===== config.mk =====
export PLATFORM = sky130hd
export DESIGN_NAME = double_column_attribute_scan_flat
export DESIGN_NICKNAME = d
export VERILOG_FILES = /design/src/hw/rtl/dcas_pkg.sv /design/src/hw/rtl/dcas_stream_if.sv /design/src/hw/rtl/double_column_attribute_scan.sv /design/src/flat_wrapper.sv
export SDC_FILE = /design/constraint.sdc
export NUM_CORES = 1
export LEC_CHECK = 0
export BUFFER_PORTS_ARGS = -buffer_cell sky130_fd_sc_hd__buf_2
export CORE_MARGIN = 5
export CORE_UTILIZATION = 35
export DETAILED_ROUTE_END_ITERATION = 8
export SYNTH_ARGS = -nofsm -noshare
export SYNTH_HDL_FRONTEND = slang
export SYNTH_SLANG_ARGS = --single-unit

===== constraint.sdc =====
create_clock -name clk_i -period 12.05 [get_ports clk_i]
set_clock_uncertainty 0.2 [all_clocks]
set_input_delay 1.8075 -clock clk_i [delete_from_list [all_inputs] [get_ports clk_i]]
set_output_delay 1.8075 -clock clk_i [all_outputs]
set_load 0.01 [all_outputs]

===== src/hw/rtl/dcas_pkg.sv =====
package dcas_pkg;

  localparam logic [63:0] BitsPosInf  = 64'h7FF0_0000_0000_0000;
  localparam logic [63:0] BitsNegInf  = 64'hFFF0_0000_0000_0000;
  localparam logic [63:0] BitsHighest = 64'h7FEF_FFFF_FFFF_FFFF;
  localparam logic [63:0] BitsLowest  = 64'hFFEF_FFFF_FFFF_FFFF;
  localparam logic [31:0] NaLowWord   = 32'd1954;

  typedef struct packed {
    logic [63:0] value_bits;
    logic        last;
  } in_item_t;

  typedef struct packed {
    logic [63:0] range_low;
    logic [63:0] range_high;
    logic        has_na;
    logic        not_whole;
    logic        has_nan;
    logic        pos_inf_seen;
    logic        neg_inf_seen;
    logic        lowest_seen;
    logic        highest_seen;
  } out_item_t;

  // a < b for finite doubles given as bits (+0 == -0)
  function automatic logic fp_less(logic [63:0] a, logic [63:0] b);
    logic a_zero;
    logic b_zero;
    a_zero = (a[62:0] == '0);
    b_zero = (b[62:0] == '0);
    if (a_zero && b_zero) return 1'b0;
    if (a[63] != b[63]) return a[63];
    if (a[63]) return a[62:0] > b[62:0];
    return a[62:0] < b[62:0];
  endfunction

  function automatic logic has_fraction(logic [63:0] b);
    logic [10:0] e;
    logic [51:0] mask;
    e = b[62:52];
    if (b[62:0] == '0) return 1'b0;
    if (e < 11'd1023) return 1'b1;
    if (e >= 11'd1075) return 1'b0;
    mask = 52'hF_FFFF_FFFF_FFFF >> (e - 11'd1023);
    return (b[51:0] & mask) != '0;
  endfunction

endpackage


===== src/hw/rtl/dcas_stream_if.sv =====
interface dcas_stream_if #(
  parameter type T = logic
);
  logic valid;
  logic ready;
  T     data;

  modport source (output valid, output data, input ready);
  modport sink   (input valid, input data, output ready);
endinterface


===== src/hw/rtl/double_column_attribute_scan.sv =====
// Column attribute scan: takes one binary64 element per cycle with a last mark and, on
// the last element, gives one summary item (NA/NaN/inf/extreme flags and min/max of
// non-NA values, forced to +inf/-inf when a NaN, infinity or fraction was seen). The
// result is valid in the cycle after the last element; a new element is accepted every
// cycle unless the result register holds an untaken item. Empty vectors give no result.
module double_column_attribute_scan (
  input  logic          clk_i,
  input  logic          rst_ni,
  dcas_stream_if.sink   in_i,
  dcas_stream_if.source out_o
);

  logic seen_na_q, seen_nan_q, seen_posinf_q, seen_neginf_q;
  logic seen_frac_q, seen_lowest_q, seen_highest_q;
  logic [63:0] min_q, max_q;
  dcas_pkg::out_item_t res_q, res_d;
  logic res_vld_q;

  logic [63:0] v;
  logic exp_all, mant_nz, is_nan, is_na, is_inf, is_fin;
  logic na_d, nan_d, pinf_d, ninf_d, frac_d, low_d, high_d, nonint;
  logic [63:0] min_d, max_d;
  logic acc;

  assign in_i.ready = !res_vld_q || out_o.ready;
  assign acc        = in_i.valid && in_i.ready;
  assign out_o.valid = res_vld_q;
  assign out_o.data  = res_q;

  always_comb begin
    v       = in_i.data.value_bits;
    exp_all = (v[62:52] == 11'h7FF);
    mant_nz = (v[51:0] != '0);
    is_nan  = exp_all && mant_nz;
    is_na   = is_nan && (v[31:0] == dcas_pkg::NaLowWord);
    is_inf  = exp_all && !mant_nz;
    is_fin  = !exp_all;
    na_d    = seen_na_q || is_na;
    nan_d   = seen_nan_q || (is_nan && !is_na);
    pinf_d  = seen_posinf_q || (is_inf && !v[63]);
    ninf_d  = seen_neginf_q || (is_inf && v[63]);
    frac_d  = seen_frac_q || (is_fin && dcas_pkg::has_fraction(v));
    low_d   = seen_lowest_q || (v == dcas_pkg::BitsLowest);
    high_d  = seen_highest_q || (v == dcas_pkg::BitsHighest);
    min_d   = min_q;
    max_d   = max_q;
    if (is_fin) begin
      if (!dcas_pkg::fp_less(min_q, v)) min_d = v;
      if (!dcas_pkg::fp_less(v, max_q)) max_d = v;
    end
    nonint = nan_d || pinf_d || ninf_d || frac_d;
    res_d.range_low    = nonint ? dcas_pkg::BitsPosInf : min_d;
    res_d.range_high   = nonint ? dcas_pkg::BitsNegInf : max_d;
    res_d.has_na       = na_d;
    res_d.not_whole    = nonint;
    res_d.has_nan      = nan_d;
    res_d.pos_inf_seen = pinf_d;
    res_d.neg_inf_seen = ninf_d;
    res_d.lowest_seen  = low_d;
    res_d.highest_seen = high_d;
  end

  always_ff @(posedge clk_i or negedge rst_ni) begin
    if (!rst_ni) begin
      seen_na_q <= 1'b0; seen_nan_q <= 1'b0; seen_posinf_q <= 1'b0;
      seen_neginf_q <= 1'b0; seen_frac_q <= 1'b0; seen_lowest_q <= 1'b0;
      seen_highest_q <= 1'b0;
      min_q <= dcas_pkg::BitsPosInf;
      max_q <= dcas_pkg::BitsNegInf;
      res_vld_q <= 1'b0;
    end else begin
      if (acc && in_i.data.last) res_vld_q <= 1'b1;
      else if (out_o.ready) res_vld_q <= 1'b0;
      if (acc) begin
        if (in_i.data.last) begin
          seen_na_q <= 1'b0; seen_nan_q <= 1'b0; seen_posinf_q <= 1'b0;
          seen_neginf_q <= 1'b0; seen_frac_q <= 1'b0; seen_lowest_q <= 1'b0;
          seen_highest_q <= 1'b0;
          min_q <= dcas_pkg::BitsPosInf;
          max_q <= dcas_pkg::BitsNegInf;
        end else begin
          seen_na_q <= na_d; seen_nan_q <= nan_d; seen_posinf_q <= pinf_d;
          seen_neginf_q <= ninf_d; seen_frac_q <= frac_d; seen_lowest_q <= low_d;
          seen_highest_q <= high_d;
          min_q <= min_d;
          max_q <= max_d;
        end
      end
    end
  end

  always_ff @(posedge clk_i) begin
    if (acc && in_i.data.last) res_q <= res_d;
  end

endmodule


===== src/flat_wrapper.sv =====
// flat-port wrapper written by rule: the top's interface ports become plain ports
module double_column_attribute_scan_flat 
  (clk_i, rst_ni, in_i_valid, in_i_data, in_i_ready, out_o_valid, out_o_data, out_o_ready);
  dcas_stream_if #(.T(dcas_pkg::in_item_t)) in_i_i ();
  dcas_stream_if #(.T(dcas_pkg::out_item_t)) out_o_i ();
  input  logic clk_i;
  input  logic rst_ni;
  input wire logic [$bits(in_i_i.valid)-1:0] in_i_valid;
  input wire logic [$bits(in_i_i.data)-1:0] in_i_data;
  output wire logic [$bits(in_i_i.ready)-1:0] in_i_ready;
  output wire logic [$bits(out_o_i.valid)-1:0] out_o_valid;
  output wire logic [$bits(out_o_i.data)-1:0] out_o_data;
  input wire logic [$bits(out_o_i.ready)-1:0] out_o_ready;
  assign in_i_i.valid = in_i_valid;
  assign in_i_i.data = in_i_data;
  assign in_i_ready = in_i_i.ready;
  assign out_o_valid = out_o_i.valid;
  assign out_o_data = out_o_i.data;
  assign out_o_i.ready = out_o_ready;
  double_column_attribute_scan u_core (.clk_i(clk_i), .rst_ni(rst_ni), .in_i(in_i_i), .out_o(out_o_i));
endmodule

======== After elaboration in Yosys (flattened, before gate mapping) ========
Index checks and enable logic that the tools add are counted.
word-level totals
  output and inout bits ................... 137
  flip-flop bits (word level) ............. 271
cells by class
  shifts and indexed selects .............. 1
  add/sub/neg operators ................... 1
  equal/unequal tests ..................... 6
  bitwise logic cells ..................... 1
  reductions and logical operators ........ 33
  magnitude comparators ................... 6
  muxes and demuxes ....................... 59
operators by type and width
  operator                                                                        number
  64-bit two-way mux                                                              6
  63-bit zero test                                                                3
  63-bit greater-than comparator                                                  2
  63-bit less-than comparator                                                     2
  52-bit nonzero test                                                             2
  64-bit by 63-bit == test with 1-bit output, second input constant               1
  64-bit == test, second input constant                                           1
  1-bit two-way mux                                                               53
  52-bit AND                                                                      1
  52-bit by 11-bit right shift with 52-bit output, first input constant           1
  32-bit by 11-bit == test with 1-bit output, second input constant               1
  11-bit == test, second input constant                                           1
  11-bit >= comparator, second input constant                                     1
  1-bit logical AND                                                               11
  1-bit logical OR                                                                11
  11-bit by 10-bit less-than comparator with 1-bit output, second input constant  1
  11-bit by 10-bit subtractor with 11-bit output, second input constant           1
  1-bit zero test                                                                 5
  1-bit != test                                                                   2
  2-bit nonzero test                                                              1

======== Depth between registers and ports, before layout ========
  depth in word-level cells ............... 16
  depth in mapped cells ................... 16
  depth with buffers taken out ............ 11

======== Worst setup path before layout ========
OpenSTA, ideal clock, no wires.
  kind .................................... input-to-reg
  from .................................... in out_o_ready
  to ...................................... reg u_core.res_q (netlist bit u_core.out_o.data[0]), enable pin
  required time ........................... 11,362 ps
  data arrival time ....................... 5,362 ps
  slack ................................... 6,000 ps
  buffers on the path ..................... 2
  stages .................................. 6
  cell sequence ........................... nand2b_1 and2_1 clkbuf_1 clkbuf_1 nand2_1 inv_1
on the way
  longest elaborated chain between the ends .. 3
ends and longest elaborated chain
  element                 RTL line                            RTL
  start: declaration      flat_wrapper.sv:13                  input wire logic [$bits(out_o_i.ready)-1:0] out_o_ready;
  1-bit logical OR        double_column_attribute_scan.sv:25  assign in_i.ready = !res_vld_q || out_o.ready;
  1-bit logical AND       double_column_attribute_scan.sv:26  assign acc = in_i.valid && in_i.ready;
  1-bit logical AND       double_column_attribute_scan.sv:93  if (acc && in_i.data.last) res_q <= res_d;
  end signal: assignment  double_column_attribute_scan.sv:93
  end: declaration        double_column_attribute_scan.sv:16  dcas_pkg::out_item_t res_q, res_d;
No other way between the ends.
A chain may end at the register's enable or synchronous reset.

======== Worst setup path in the final report ========
  from .................................... in in_i_data[53]
  to ...................................... reg u_core.res_q (netlist bit u_core.out_o.data[117]), data pin
on the way
  longest elaborated chain between the ends .. 10
  elaborated cells on any way between the ends .. 47
  classes of those cells .................. add/sub: 1; order compare: 4; eq/ne: 1; shift: 1; mux: 20; bitwise: 1; reduce/logical: 19
ends and longest elaborated chain
  element                                                                                        RTL line                            RTL
  start: declaration                                                                             flat_wrapper.sv:9                   input wire logic [$bits(in_i_i.data)-1:0] in_i_data;
  11-bit by 10-bit subtractor with 11-bit output / 11-bit >= comparator (equally long branches)  dcas_pkg.sv:45, dcas_pkg.sv:44
  52-bit by 11-bit right shift with 52-bit output / 1-bit two-way mux (equally long branches)    dcas_pkg.sv:45, dcas_pkg.sv:44
  52-bit AND / 1-bit two-way mux (equally long branches)                                         dcas_pkg.sv:46, dcas_pkg.sv:44
  52-bit nonzero test / 1-bit two-way mux (equally long branches)                                dcas_pkg.sv:46, dcas_pkg.sv:43
  1-bit two-way mux                                                                              dcas_pkg.sv:45                      mask = 52'hF_FFFF_FFFF_FFFF >> (e - 11'd1023);
  1-bit two-way mux                                                                              dcas_pkg.sv:44                      if (e >= 11'd1075) return 1'b0;
  1-bit two-way mux                                                                              dcas_pkg.sv:43                      if (e < 11'd1023) return 1'b1;
  1-bit logical AND                                                                              double_column_attribute_scan.sv:42  frac_d = seen_frac_q || (is_fin && dcas_pkg::has_fraction(v));
  1-bit logical OR                                                                               double_column_attribute_scan.sv:42
  1-bit logical OR                                                                               double_column_attribute_scan.sv:51  nonint = nan_d || pinf_d || ninf_d || frac_d;
Several ways; a longest one is shown, not always the timed one. The select of a mux whose other input is x is not followed.

==> metrics.txt <==
DRT Pass-1 Iters=5; Critical Path Sink Type=flip-flop; global route overflow=0; DRC errors left=0; cells on worst reg2reg path=13; Yosys warning count=0; Worst slew margin=20.29%; WP depth=13; IO Pins=206; layout cell share with drive strength beyond 1=19.79%; Final Max Slew Viols=0; WHS Path Cells=2; final setup fails=0; uppermost metal layer occupied by signal nets=met4; CP delay by family, top=buffers and inverters; crit share post-route=55.71%; GRT Resource Usage Total=22.07%; final net count=2,013; Critical Path Start=in_i_data[53]; routability cong.=0.9282; Mean Syn Cell Area=roughly 10 um^2; post-synthesis cell count=1,669; met3 wire len=3.329 mm; total power=a little under 4 mW; Max FO, Critical Path=61; DIE AREA=roughly 53,000 um^2; Initial DRC Count=about 1.2k; post-route ant nets=0; largest net degree at the start of global routing=140; Distinct cells, synth=78; H-tree Lvls=1; CTS Buffer Depth=3; first-pass GRT wire length=92.40 mm; Cell Chain, Critical Path=buf_2, clkinv_1, ha_1, inv_1, a221oi_1, o21ai_0, a22o_1, a211oi_1, a31oi_1, o311ai_1, nand4_4, buf_4, nor3_1; Setup Buffers After CTS=0; Final Util=40.78%; cell area power density=just under 200 nW/um^2; die width=approximately 230 um; Via density=5.932; Slowest cell on crit path=ha_1; Yosys reg bits=271; Met1 Routed Length=between 20 and 30 mm; clock latency on the worst-skew pair=580 ps; synthesis-to-finish area growth=14.96%; reg2reg start=u_core.max_q[40]; met2 routed WL=between 20 and 30 mm; Pleak=between 8 and 9 nW; most used flip-flop cell after synthesis=edfxtp_1; Die H=230.4 um; CTS tree=yes; Syn Std Cell Area=17,010 um^2; vias in the first global route=~15k; HP Class=reg2reg; Worst Tran Pin Value=roughly 1200 ps; RSZ-0062 raised after global routing=false; Clock Pin Slew Worst Setup and Hold Paths=70 ps; Post-synth ARST share=50.18%; TritonCTS Sinks=between 200 and 300; post-layout instance area=19,550 um^2; Arr. time, crit path=6920 ps; via count=14.56k; clk root buf=clkbuf_16; Fmax=0.1490 GHz; hold buffers post-CTS=0; DP HPWL=44.68 mm; Worst Path Buf+Inv=4; IO Port Bufs=205; register area share after synthesis=44.02%; end of the critical path=u_core.out_o.data[117]; end of the worst register-to-register path=u_core.max_q[0]; final setup margin=roughly 5300 ps; cts bufs inserted=30; number of cell rows=80; post-layout min period=between 6000 and 7000 ps; initial core utilization=35.47%; core area=47,950 um^2; Avg WL per Cell=24.78 um; Hold Fails Final Rpt=0; slowest stage delay, CP=780 ps; reg2reg setup slack=6800 ps; dpl ws=4880 ps; Setup TNS=0 ps; max_cap viols=0; status=completed; Post-Syn Nets=1,867; antenna violations before repair=0; CP startpoint kind=input port; WL final=60.81 mm; Critical Path RT=12,260 ps; dpl cell area=18,480 um^2; diode count=0; # resized after CTS=0; maximum vdd drop=250.9 uV; CP Class=in2reg; Post-synth EDFFs=135
## synth_stat cells (50+ instances only)
cell,count,area (um^2)
nor4_1,50,312.8
clkbuf_1,64,240.2
nand2_1,117,439.2
a21oi_1,67,335.3
nand3b_1,55,412.9
ha_1,129,1614
nand4_1,55,344.1
inv_1,130,488.0
nor3_2,51,510.5
nor3_1,71,355.3
mux2i_1,105,1051
o22ai_1,55,344.1
dfrtp_1,113,2828
edfxtp_1,135,4054
nor2_1,64,240.2
## worst min-delay path: stages, from the launching register on
cell and delay, ps:
dfrtp_1 380, nand2_1 50, a21boi_0 70
## layout by cell type, fill, tap and decap left out, types with 64 or more instances in the layout
cell | synthesis | final
dfrtp_1 | 113 | 113
buf_2 | 32 | 204
inv_1 | 130 | 129
ha_1 | 129 | 129
mux2i_1 | 105 | 105
nor2_1 | 64 | 64
edfxtp_1 | 135 | 135
nor3_1 | 71 | 71
nand2_1 | 117 | 116
a21oi_1 | 67 | 67
## where the power goes
| group | switching [mW] | internal [mW] | total, mW |
|---|---|---|---|
| logic | 0.852 | 0.549 | 1.40 |
| registers | 0.240 | 1.22 | 1.46 |
| clock network | 0.404 | 0.612 | 1.02 |
| total | 1.50 | 2.38 | 3.88 |
## kinds of logic (layout without fill, tap and decap cells)
family / after synthesis / after routing / share of synthesized area [%]
AO/OA/AOI/OAI: 380 / 380 / 15.72
XOR/XNOR: 8 / 8 / 0.4562
AND/OR/NAND/NOR: 532 / 532 / 18.02
buffers and inverters: 243 / 413 / 6.062
multiplexers: 105 / 105 / 6.180
adder cells (fa/ha/maj): 130 / 130 / 9.549
flip-flops: 271 / 271 / 44.02
## worst min-delay path by stage
stage | startpoint | endpoint | slack [ps]
floorplan | u_core.max_q[62] | u_core.max_q[62] | 280
global placement | u_core.seen_na_q | u_core.seen_na_q | 320
detailed placement | u_core.max_q[63] | u_core.max_q[63] | 330
CTS | u_core.seen_highest_q | u_core.seen_highest_q | 340
global route | u_core.max_q[63] | u_core.max_q[63] | 350
finish | u_core.seen_highest_q | u_core.seen_highest_q | 330
## final cells by class
type | instances | area [um^2]
fill | 4627 | 28390
inverter | 133 | 504.2
clock buffer | 38 | 822.0
multi-input combinational | 1155 | 8532
clock inverter | 18 | 255.2
tap | 615 | 769.5
sequential | 271 | 7486
timing repair buffer | 224 | 1184
## state kept, by name (all words and copies together), names as in the netlist
signal	cells
u_core.seen_frac_q	1
u_core.seen_lowest_q	1
u_core.out_o.data	135
u_core.seen_na_q	1
u_core.seen_posinf_q	1
u_core.max_q	64
u_core.out_o.valid	1
u_core.seen_neginf_q	1
u_core.seen_nan_q	1
u_core.seen_highest_q	1
u_core.min_q	64
## metrics by stage
stage,std cells,hold WS (ps)
CTS,2454,335.7
floorplan,1669,281.3
global placement,2398,318.5
detailed placement,2398,326.7
finish,2454,333.4
global route,2454,350.0
## metal layers
metal / GRT usage [%] / vias up
met5: 0 / -
met4: 7.435 / 0
met3: 3.084 / 125
met2: 35.80 / 537
met1: 30.52 / 7208
li1: - / 6688
No activity file was read; power rests on OpenSTA's default activity.
